File: config.mk
export PLATFORM = sky130hd
export DESIGN_NAME = i2c_commanded_quad_pwm
export DESIGN_NICKNAME = d
export VERILOG_FILES = /design/src/rtl/core/icqp_pkg.sv /design/src/rtl/core/icqp_div.sv /design/src/rtl/core/icqp_ctrl.sv /design/src/rtl/core/icqp_dp.sv /design/src/rtl/core/i2c_commanded_quad_pwm.sv
export SDC_FILE = /design/constraint.sdc
export NUM_CORES = 2
export LEC_CHECK = 0
export BUFFER_PORTS_ARGS = -buffer_cell sky130_fd_sc_hd__buf_2
export CAP_MARGIN = 0
export CORE_ASPECT_RATIO = 1.75
export CORE_MARGIN = 2
export CORE_UTILIZATION = 40
export CTS_BUF_LIST = sky130_fd_sc_hd__clkbuf_16
export CTS_CLUSTER_SIZE = 25
export DETAILED_ROUTE_END_ITERATION = 16
export HOLD_SLACK_MARGIN = 0.06
export SYNTH_ARGS = -nofsm -noshare
export SYNTH_HDL_FRONTEND = slang
export SYNTH_SLANG_ARGS = --single-unit
File: constraint.sdc
create_clock -name clk -period 15.34 [get_ports clk]
set_input_delay 3.835 -clock clk [delete_from_list [all_inputs] [get_ports clk]]
set_output_delay 3.835 -clock clk [all_outputs]
set_load 0.03 [all_outputs]
File: src/rtl/core/icqp_pkg.sv
// Shared types, codes and constants of the I2C commanded quad PWM block.
package icqp_pkg;

	localparam int NUM_CHANNELS_DEF = 4;
	localparam int COUNTER_BITS_DEF = 16;
	localparam int MAX_CH           = 4;
	localparam int NUM_TIMERS       = 2;
	localparam int CLK_W            = 27;
	localparam int PERIOD_W         = 16;
	localparam int VALUE_W          = 16;
	localparam int PROD_W           = 32;
	localparam int PSC_W            = 16;

	localparam logic [CLK_W-1:0]    CORE_CLOCK_RST = CLK_W'(48000000);
	localparam logic [PERIOD_W-1:0] PERIOD_RST     = PERIOD_W'(1000);

	localparam logic [3:0] MODE_FREQ_CODE = 4'b0101;
	localparam logic [3:0] MODE_DUTY_CODE = 4'b1010;

	// register select (word address bit 2)
	localparam logic REG_CORE_CLOCK = 1'b0;
	localparam logic REG_PERIOD     = 1'b1;

	typedef enum logic [1:0] {
		ACT_BYTE = 2'd0,
		ACT_STOP = 2'd1,
		ACT_TICK = 2'd2,
		ACT_IDLE = 2'd3
	} action_t;

	typedef enum logic [1:0] {
		FM_NONE = 2'd0,
		FM_FREQ = 2'd1,
		FM_DUTY = 2'd2
	} frame_mode_t;

	typedef enum logic [1:0] {
		FS_NONE    = 2'd0,
		FS_DUTY    = 2'd1,
		FS_FREQ    = 2'd2,
		FS_DISCARD = 2'd3
	} frame_status_t;

	typedef enum logic [1:0] {
		ST_IDLE,
		ST_MUL,
		ST_DIV,
		ST_APPLY
	} ctrl_state_t;

	typedef struct packed {
		logic step;       // apply the accepted word
		logic mul;        // capture period * value
		logic div_start;  // launch the prescaler division
		logic apply;      // commit the frequency frame
	} dp_cmd_t;

	typedef struct packed {
		logic out_free;   // output register can take a word
		logic need_div;   // offered word is a valid frequency stop
		logic div_done;   // quotient ready
	} dp_stat_t;

endpackage

File: src/rtl/core/icqp_div.sv
// Iterative restoring divider, one quotient bit per cycle.
module icqp_div (
	input  logic                        clk,
	input  logic                        arst_n,
	input  logic                        start,
	input  logic [icqp_pkg::CLK_W-1:0]  dividend,
	input  logic [icqp_pkg::PROD_W-1:0] divisor,
	output logic                        done,
	output logic [icqp_pkg::CLK_W-1:0]  quotient
);
	import icqp_pkg::*;

	localparam int CNT_W = $clog2(CLK_W + 1);

	logic [PROD_W-1:0] rem_q;
	logic [PROD_W-1:0] div_q;
	logic [CLK_W-1:0]  quo_q;
	logic [CNT_W-1:0]  cnt_q;
	logic              busy_q;
	logic              done_q;
	logic [PROD_W:0]   rem_sh;
	logic              fits;

	// trial subtract
	assign rem_sh = {rem_q, quo_q[CLK_W-1]};
	assign fits   = rem_sh >= {1'b0, div_q};

	// control
	always_ff @(posedge clk or negedge arst_n) begin
		if (!arst_n) begin
			busy_q <= 1'b0;
			done_q <= 1'b0;
			cnt_q  <= '0;
		end else begin
			done_q <= 1'b0;
			if (start) begin
				busy_q <= 1'b1;
				cnt_q  <= CNT_W'(CLK_W);
			end else if (busy_q) begin
				cnt_q <= cnt_q - 1'b1;
				if (cnt_q == CNT_W'(1)) begin
					busy_q <= 1'b0;
					done_q <= 1'b1;
				end
			end
		end
	end

	// datapath
	always_ff @(posedge clk) begin
		if (start) begin
			rem_q <= '0;
			quo_q <= dividend;
			div_q <= divisor;
		end else if (busy_q) begin
			rem_q <= fits ? PROD_W'(rem_sh - {1'b0, div_q}) : rem_sh[PROD_W-1:0];
			quo_q <= {quo_q[CLK_W-2:0], fits};
		end
	end

	assign done     = done_q;
	assign quotient = quo_q;

endmodule

File: src/rtl/core/icqp_ctrl.sv
// Sequencer: direct steps for most words, and the multiply/divide path of frequency frames.
module icqp_ctrl (
	input  logic               clk,
	input  logic               arst_n,
	input  logic               s_tvalid,
	output logic               s_tready,
	input  icqp_pkg::dp_stat_t stat,
	output icqp_pkg::dp_cmd_t  cmd
);
	import icqp_pkg::*;

	ctrl_state_t state_q, state_n;

	always_ff @(posedge clk or negedge arst_n) begin
		if (!arst_n) state_q <= ST_IDLE;
		else         state_q <= state_n;
	end

	// next state and commands
	always_comb begin
		state_n  = state_q;
		cmd      = '0;
		s_tready = 1'b0;
		case (state_q)
			ST_IDLE: begin
				s_tready = stat.out_free;
				if (s_tvalid && stat.out_free) begin
					if (stat.need_div) begin
						cmd.mul = 1'b1;
						state_n = ST_MUL;
					end else begin
						cmd.step = 1'b1;
					end
				end
			end
			ST_MUL: begin
				cmd.div_start = 1'b1;
				state_n       = ST_DIV;
			end
			ST_DIV: begin
				if (stat.div_done) state_n = ST_APPLY;
			end
			ST_APPLY: begin
				if (stat.out_free) begin
					cmd.apply = 1'b1;
					state_n   = ST_IDLE;
				end
			end
			default: state_n = ST_IDLE;
		endcase
	end

endmodule

File: src/rtl/core/icqp_dp.sv
// Datapath: frame parser, compare registers, two timers, prescaler math, output word.
module icqp_dp #(
	parameter int NUM_CHANNELS = icqp_pkg::NUM_CHANNELS_DEF,
	parameter int COUNTER_BITS = icqp_pkg::COUNTER_BITS_DEF
) (
	input  logic                          clk,
	input  logic                          arst_n,
	input  icqp_pkg::dp_cmd_t             cmd,
	output icqp_pkg::dp_stat_t            stat,
	input  logic [1:0]                    action,
	input  logic [7:0]                    rx_byte,
	input  logic [icqp_pkg::CLK_W-1:0]    core_clock_hz,
	input  logic [icqp_pkg::PERIOD_W-1:0] period_cfg,
	output logic                          m_tvalid,
	input  logic                          m_tready,
	output logic [7:0]                    m_tdata
);
	import icqp_pkg::*;

	localparam int CB = COUNTER_BITS;

	// parse state
	frame_mode_t          mode_q, mode_n;
	logic [3:0]           chan_q, chan_n;
	logic [1:0]           cnt_q, cnt_n;
	logic [VALUE_W-1:0]   val_q, val_n;
	// channel and timer state
	logic [CB-1:0]        pend_q [MAX_CH];
	logic [CB-1:0]        pend_n [MAX_CH];
	logic [CB-1:0]        act_q  [MAX_CH];
	logic [CB-1:0]        act_n  [MAX_CH];
	logic [CB-1:0]        psc_q  [NUM_TIMERS];
	logic [CB-1:0]        psc_n  [NUM_TIMERS];
	logic [CB-1:0]        ps_q   [NUM_TIMERS];
	logic [CB-1:0]        ps_n   [NUM_TIMERS];
	logic [CB-1:0]        pc_q   [NUM_TIMERS];
	logic [CB-1:0]        pc_n   [NUM_TIMERS];
	// output word
	logic                 ovalid_q;
	logic [3:0]           levels_q, levels_n;
	frame_status_t        fstat_q, fstat_n;
	// arithmetic
	logic [PROD_W-1:0]    prod_q;
	logic [PROD_W-1:0]    divisor;
	logic                 div_done;
	logic [CLK_W-1:0]     quot;
	logic [CLK_W-1:0]     quot_m1;
	logic [PSC_W-1:0]     psc_sat;

	logic [CB-1:0]        period_v;
	logic [CB-1:0]        duty;
	logic [3:0]           nib;
	logic                 frame_ok;
	logic [1:0]           ch_idx;
	logic                 tsel;
	logic                 load_out;

	assign period_v = period_cfg[CB-1:0];
	assign nib      = rx_byte[3:0];
	assign ch_idx   = 2'(chan_q - 4'd1);
	assign tsel     = ch_idx[1];
	assign frame_ok = (mode_q != FM_NONE) && (cnt_q == 2'd2) && (chan_q != 4'd0)
		&& ({28'd0, chan_q} <= 32'(NUM_CHANNELS));
	assign duty     = (val_q[CB-1:0] > period_v) ? period_v : val_q[CB-1:0];

	assign stat.need_div = (action == ACT_STOP) && frame_ok && (mode_q == FM_FREQ)
		&& (val_q != '0);
	assign stat.out_free = !ovalid_q || m_tready;
	assign stat.div_done = div_done;

	// period * value, held for the divider
	always_ff @(posedge clk) begin
		if (cmd.mul) prod_q <= PROD_W'(period_v) * PROD_W'(val_q);
	end
	assign divisor = (prod_q == '0) ? PROD_W'(1) : prod_q;

	icqp_div u_div (
		.clk      (clk),
		.arst_n   (arst_n),
		.start    (cmd.div_start),
		.dividend (core_clock_hz),
		.divisor  (divisor),
		.done     (div_done),
		.quotient (quot)
	);

	// prescaler = quotient - 1, floored at 0, saturated to 16 bits
	assign quot_m1 = quot - CLK_W'(1);
	assign psc_sat = (quot == '0) ? '0 :
		((quot_m1 > CLK_W'(16'hFFFF)) ? 16'hFFFF : quot_m1[PSC_W-1:0]);

	// next state of one step
	always_comb begin
		mode_n  = mode_q;
		chan_n  = chan_q;
		cnt_n   = cnt_q;
		val_n   = val_q;
		pend_n  = pend_q;
		act_n   = act_q;
		psc_n   = psc_q;
		ps_n    = ps_q;
		pc_n    = pc_q;
		fstat_n = FS_NONE;
		levels_n = '0;

		if (cmd.step) begin
			case (action)
				ACT_BYTE: begin
					if ((nib == MODE_DUTY_CODE || nib == MODE_FREQ_CODE)
							&& mode_q == FM_NONE) begin
						mode_n = (nib == MODE_DUTY_CODE) ? FM_DUTY : FM_FREQ;
						chan_n = rx_byte[7:4];
					end else begin
						if (cnt_q == 2'd0) val_n[7:0]  = val_q[7:0] | rx_byte;
						if (cnt_q == 2'd1) val_n[15:8] = val_q[15:8] | rx_byte;
						if (cnt_q != 2'd3) cnt_n = cnt_q + 2'd1;
					end
				end
				ACT_STOP: begin
					// valid frequency frames take the divider path
					fstat_n = FS_DISCARD;
					if (frame_ok && mode_q == FM_DUTY) begin
						fstat_n = FS_DUTY;
						for (int c = 0; c < MAX_CH; c++)
							if (c < NUM_CHANNELS && ch_idx == 2'(c)) pend_n[c] = duty;
					end
					mode_n = FM_NONE;
					chan_n = '0;
					cnt_n  = '0;
					val_n  = '0;
				end
				ACT_TICK: begin
					for (int t = 0; t < NUM_TIMERS; t++) begin
						if (ps_q[t] >= psc_q[t]) begin
							ps_n[t] = '0;
							if (pc_q[t] >= period_v) begin
								pc_n[t] = '0;
								for (int c = 0; c < MAX_CH; c++)
									if (c < NUM_CHANNELS && (c >> 1) == t) act_n[c] = pend_q[c];
							end else begin
								pc_n[t] = pc_q[t] + 1'b1;
							end
						end else begin
							ps_n[t] = ps_q[t] + 1'b1;
						end
					end
				end
				default: ;
			endcase
		end

		// frequency frame commit
		if (cmd.apply) begin
			fstat_n = FS_FREQ;
			for (int t = 0; t < NUM_TIMERS; t++) begin
				if (tsel == 1'(t)) begin
					psc_n[t] = psc_sat[CB-1:0];
					ps_n[t]  = '0;
					pc_n[t]  = '0;
					for (int c = 0; c < MAX_CH; c++)
						if (c < NUM_CHANNELS && (c >> 1) == t) act_n[c] = pend_q[c];
				end
			end
			mode_n = FM_NONE;
			chan_n = '0;
			cnt_n  = '0;
			val_n  = '0;
		end

		// levels after the step
		for (int c = 0; c < MAX_CH; c++)
			if (c < NUM_CHANNELS) levels_n[c] = pc_n[c >> 1] < act_n[c];
	end

	assign load_out = cmd.step || cmd.apply;

	// state registers
	always_ff @(posedge clk or negedge arst_n) begin
		if (!arst_n) begin
			mode_q   <= FM_NONE;
			chan_q   <= '0;
			cnt_q    <= '0;
			val_q    <= '0;
			ovalid_q <= 1'b0;
			for (int c = 0; c < MAX_CH; c++) begin
				pend_q[c] <= '0;
				act_q[c]  <= '0;
			end
			for (int t = 0; t < NUM_TIMERS; t++) begin
				psc_q[t] <= '0;
				ps_q[t]  <= '0;
				pc_q[t]  <= '0;
			end
		end else begin
			mode_q <= mode_n;
			chan_q <= chan_n;
			cnt_q  <= cnt_n;
			val_q  <= val_n;
			pend_q <= pend_n;
			act_q  <= act_n;
			psc_q  <= psc_n;
			ps_q   <= ps_n;
			pc_q   <= pc_n;
			if (load_out)      ovalid_q <= 1'b1;
			else if (m_tready) ovalid_q <= 1'b0;
		end
	end

	// output word payload
	always_ff @(posedge clk) begin
		if (load_out) begin
			levels_q <= levels_n;
			fstat_q  <= fstat_n;
		end
	end

	assign m_tvalid = ovalid_q;
	assign m_tdata  = {2'b00, fstat_q, levels_q};

endmodule

File: src/rtl/core/i2c_commanded_quad_pwm.sv
// Top level: four-channel PWM generator driven by an I2C command word stream.
//
//  channel   direction  handshake                   payload
//  s_*       in         s_tvalid / s_tready         s_tdata rx_byte, s_tuser action
//  m_*       out        m_tvalid / m_tready         m_tdata pwm_levels, frame_status
//  apb       in         psel, penable, pwrite       paddr, pwdata, prdata (pready = 1)
//
// Bytes, ticks and duty or discarded stops are applied as they are accepted; a word is taken
// while the sequencer is idle and the output register is empty or being drained.
// A valid frequency stop runs in order: the accept with the multiply, a divider launch,
// 27 restoring steps of core_clock_hz / (period * value), the done strobe, the apply.
// Reset clears all parse, compare and timer state; config returns to defaults.
// A stalled output holds its word and holds off the input.
module i2c_commanded_quad_pwm #(
	parameter int NUM_CHANNELS = icqp_pkg::NUM_CHANNELS_DEF,
	parameter int COUNTER_BITS = icqp_pkg::COUNTER_BITS_DEF
) (
	input  logic        clk,
	input  logic        arst_n,
	input  logic        s_tvalid,
	output logic        s_tready,
	input  logic [7:0]  s_tdata,   // [7:0] rx_byte
	input  logic [1:0]  s_tuser,   // [1:0] action
	output logic        m_tvalid,
	input  logic        m_tready,
	output logic [7:0]  m_tdata,   // [3:0] pwm_levels, [5:4] frame_status, [7:6] zero
	input  logic        psel,
	input  logic        penable,
	input  logic        pwrite,
	input  logic [2:0]  paddr,
	input  logic [31:0] pwdata,
	output logic [31:0] prdata,
	output logic        pready
);
	import icqp_pkg::*;

	logic [CLK_W-1:0]    core_clock_q;
	logic [PERIOD_W-1:0] period_q;
	logic                cfg_wr;
	dp_cmd_t             cmd;
	dp_stat_t            stat;

	// configuration registers
	assign pready = 1'b1;
	assign cfg_wr = psel && penable && pwrite && pready;

	always_ff @(posedge clk or negedge arst_n) begin
		if (!arst_n) begin
			core_clock_q <= CORE_CLOCK_RST;
			period_q     <= PERIOD_RST;
		end else if (cfg_wr) begin
			if (paddr[2] == REG_CORE_CLOCK) core_clock_q <= pwdata[CLK_W-1:0];
			if (paddr[2] == REG_PERIOD)     period_q     <= pwdata[PERIOD_W-1:0];
		end
	end

	assign prdata = (paddr[2] == REG_PERIOD) ? {16'd0, period_q} : {5'd0, core_clock_q};

	icqp_ctrl u_ctrl (
		.clk      (clk),
		.arst_n   (arst_n),
		.s_tvalid (s_tvalid),
		.s_tready (s_tready),
		.stat     (stat),
		.cmd      (cmd)
	);

	icqp_dp #(
		.NUM_CHANNELS (NUM_CHANNELS),
		.COUNTER_BITS (COUNTER_BITS)
	) u_dp (
		.clk           (clk),
		.arst_n        (arst_n),
		.cmd           (cmd),
		.stat          (stat),
		.action        (s_tuser),
		.rx_byte       (s_tdata),
		.core_clock_hz (core_clock_q),
		.period_cfg    (period_q),
		.m_tvalid      (m_tvalid),
		.m_tready      (m_tready),
		.m_tdata       (m_tdata)
	);

endmodule

==> run_results.csv <==
group,metric,value,unit
clock_network,cts_hold_buf,0,
synth,synth_top_area_share,22.3,%
setup_path,cp-start-kind,"primary input",
finish,instances_no_fill,4339,
setup_path,worstSetupEndpointType,"output port",
floorplanning,io_pins,95,
job,maxCapViolCount,0,
synth,syn_avg_cell_area,9.82,um2
synth,synth_area_leaders,"dfrtp_1 22%, ha_1 12%, fa_1 12%, edfxtp_1 9.1%, inv_1 4.9%",
placed_design,gp_congestion,0.869,
placed_design,dp_hpwl,61.9,mm
timing,finalMaxSlewViolations,0,
grt,grt_usage,20.1,%
synth,synth_edf_count,97,
synth,netlist_area,31900,um2
grt,grt_pass1_vias,23844,
timing,final.setup_skew,0.0320,ns
finish,drive_above_1_share,10.7,%
synth,ys_types,81,
finish,areaGrowthSynthToFinish,8.70,%
routing,routedWlPerCell,18.8,um
floorplanning,dieHeight,378,um
clock_network,cts_tree,"built",
grt,grt_overflow,0,
timing,finalSetupTns,0,ns
routing,drt-pass1-iter-count,5,
synth,async_flop_share,70.0,%
clock_network,cts_setup_buffers,0,
routing,viasPerCell,5.34,
routing,wirelength,81.4,mm
setup_path,cp.arrival,5.01,ns
synth,yosysWarnings,0,
synth,yosys.area.top_type,"dfrtp_1",
floorplanning,start_util,40.2,%
routing,ant_nets,0,
timing,hold_viol,0,
routing,drc,0,
clock_network,cts-root-buf,"clkbuf_16",
synth,ys_ff_latch,430,
synth,synthCells,3251,
clock_network,cts_htree_levels,2,
clock_network,cts_buffer_depth,3,
floorplanning,fp-row-count,137,
setup_path,critPathRequiredTime,11.51,ns
timing,worst_pin_slew,1.19,ns
timing,max_freq,113,MHz
synth,ys_seq_area_share,34.8,%
grt,grt_start_max_net_pins,110,
setup_path,critPathMaxFanout,29,
clock_network,cts_made_buffers,42,
timing,setup_viol,0,
routing,drt_iter0_markers,1005,
placed_design,place.port_buffers,79,
clock_network,clock_latency,0.61,ns
timing,period_needed,8.84,ns
finish,n_fill_cell,7721,
timing,rsz0062_at_grt,"false",
grt,grt_pass1_wl,129,mm
clock_network,clkSlewWorstSetupHoldPaths,0.06,ns
floorplanning,coreArea,79400,um2
grt,antenna_found_initial,5,
placed_design,dp_cells,4260,
routing,via_count,23165,
timing,relSlewSlack,19.8,%
clock_network,clock-sinks,430,
min_path,hold_class,"reg -> reg",
clock_network,cts-resized-gates,0,
outcome,status,"complete, no violations",
setup_path,crit_type,"in -> out",
floorplanning,die_w,218,um
finish,nets,3823,
timing,finalCritPeriodShare,57.7,%
synth,yosys_most_used_dff,"dfrtp_1",
floorplanning,die_area,82200,um2
state kept, by name, summed over array words and instances, names as in the netlist, 4 cells and up:
| register | flops |
|---|---|
| period_q | 16 |
| u_dp.pend_q | 64 |
| u_dp.u_div.div_q | 32 |
| core_clock_q | 27 |
| u_dp.act_q | 64 |
| u_dp.chan_q | 4 |
| u_dp.u_div.rem_q | 32 |
| u_dp.ps_q | 32 |
| u_dp.pc_q | 32 |
| u_dp.psc_q | 32 |
| u_dp.u_div.quotient | 27 |
| u_dp.levels_q | 4 |
| u_dp.prod_q | 32 |
| u_dp.u_div.cnt_q | 5 |
| u_dp.val_q | 16 |
metrics by stage:
stage	setup WS [ns]	util [%]	area, um2	hold WS (ns)
floorplan	6.55	-	32000	0.439
global placement	6.50	42.1	33400	0.433
detailed placement	6.48	42.1	33400	0.437
CTS	6.49	43.7	34700	0.450
global route	6.45	43.7	34700	0.459
finish	6.50	43.7	34700	0.449
worst paths after layout:
kind / from / to / slack [ns] / cells after the start
worst max-delay path: paddr[2] / prdata[9] / 6.50 / 3
worst min-delay path: u_dp.prod_q[2]$_DFFE_PP_ / u_dp.u_div.div_q[2]$_SDFFCE_PN0P_ / 0.45 / 0
worst max register to register: period_q[7]$_DFFE_PN1P_ / u_dp.prod_q[30]$_DFFE_PP_ / 7.90 / 24
worst min register to register: u_dp.prod_q[2]$_DFFE_PP_ / u_dp.u_div.div_q[2]$_SDFFCE_PN0P_ / 0.45 / 0
max in group asynchronous: arst_n / u_dp.u_div.busy_q$_DFF_PN0_ / 10.56 / 2
min in group asynchronous: arst_n / u_dp.ps_q[28]$_DFF_PN0_ / 3.29 / 1
critical path, cell delays in order:
cell and delay (ns):
buf_2 0.56, mux2_2 0.42, buf_2 0.18
kinds of logic (layout without fill, tap and decap cells):
| group | after synthesis | in the layout | share of synthesized area (%) |
|---|---|---|---|
| mux | 185 | 185 | 6.29 |
| compound gates | 516 | 516 | 10.2 |
| flops | 430 | 430 | 34.8 |
| other cells | 2 | 10 | 0.0235 |
| fa+ha+maj | 509 | 509 | 24.5 |
| xor+xnor | 113 | 113 | 3.10 |
| simple gates | 922 | 922 | 14.1 |
| buf+inv | 574 | 612 | 6.91 |
Yosys cell counts (all sizes together), types with 21 or more instances:
master,instances
inv,418
nand2b,26
and3,21
ha,314
dfrtp,285
and2,123
nor2b,36
nand4,39
a21o,58
mux2,125
mux2i,60
fa,195
nand3,55
or3,27
nand2,253
nor3,31
dfxtp,32
xor2,55
buf,24
nor2,248
o21ai,119
clkbuf,131
xnor2,58
a31oi,80
a211oi,30
edfxtp,97
a21oi,132
nor4,27
metal layers:
layer	global-route usage, %	routed length (um)	vias to the layer above	share of wire [%]
li1	-	-	10935	-
met5	0	0	-	0
met1	22.7	31800	11598	39
met2	37.5	42800	456	53
met4	8.71	3550	0	4.4
met3	2.43	3200	176	3.9
cells in the final DEF (no fill, tap or decap), types with 35 or more instances in the layout:
| master | n |
|---|---|
| inv_1 | 431 |
| ha_1 | 313 |
| dfrtp_1 | 284 |
| nand2_1 | 253 |
| nor2_1 | 247 |
| fa_1 | 195 |
| mux2_2 | 124 |
| and2_1 | 123 |
| a21oi_1 | 120 |
| o21ai_0 | 113 |
| edfxtp_1 | 97 |
| a31oi_1 | 79 |
| buf_2 | 78 |
| mux2i_1 | 60 |
| a21o_1 | 58 |
| xnor2_1 | 58 |
| nand3_1 | 55 |
| xor2_1 | 55 |
| clkbuf_16 | 42 |
| nand4_1 | 39 |
| buf_4 | 37 |
| nor2b_1 | 35 |
area by class of cell:
class                           count  area (um2)  share of cell area, %
Inverter                          419        1570                   4.53
Tap cell                         1042        1300                   3.76
Multi-Input combinational cell   2253       18700                   53.9
Antenna cell                        2        5.00                 0.0144
Clock inverter                     35         273                  0.786
Clock buffer                       42        1050                   3.03
Timing Repair Buffer              116         683                   1.97
Sequential cell                   430       11100                   32.0
Power is left out: the tool's default activity adds up to more than one toggle a clock period on the data nets, which glitch-free logic cannot reach.
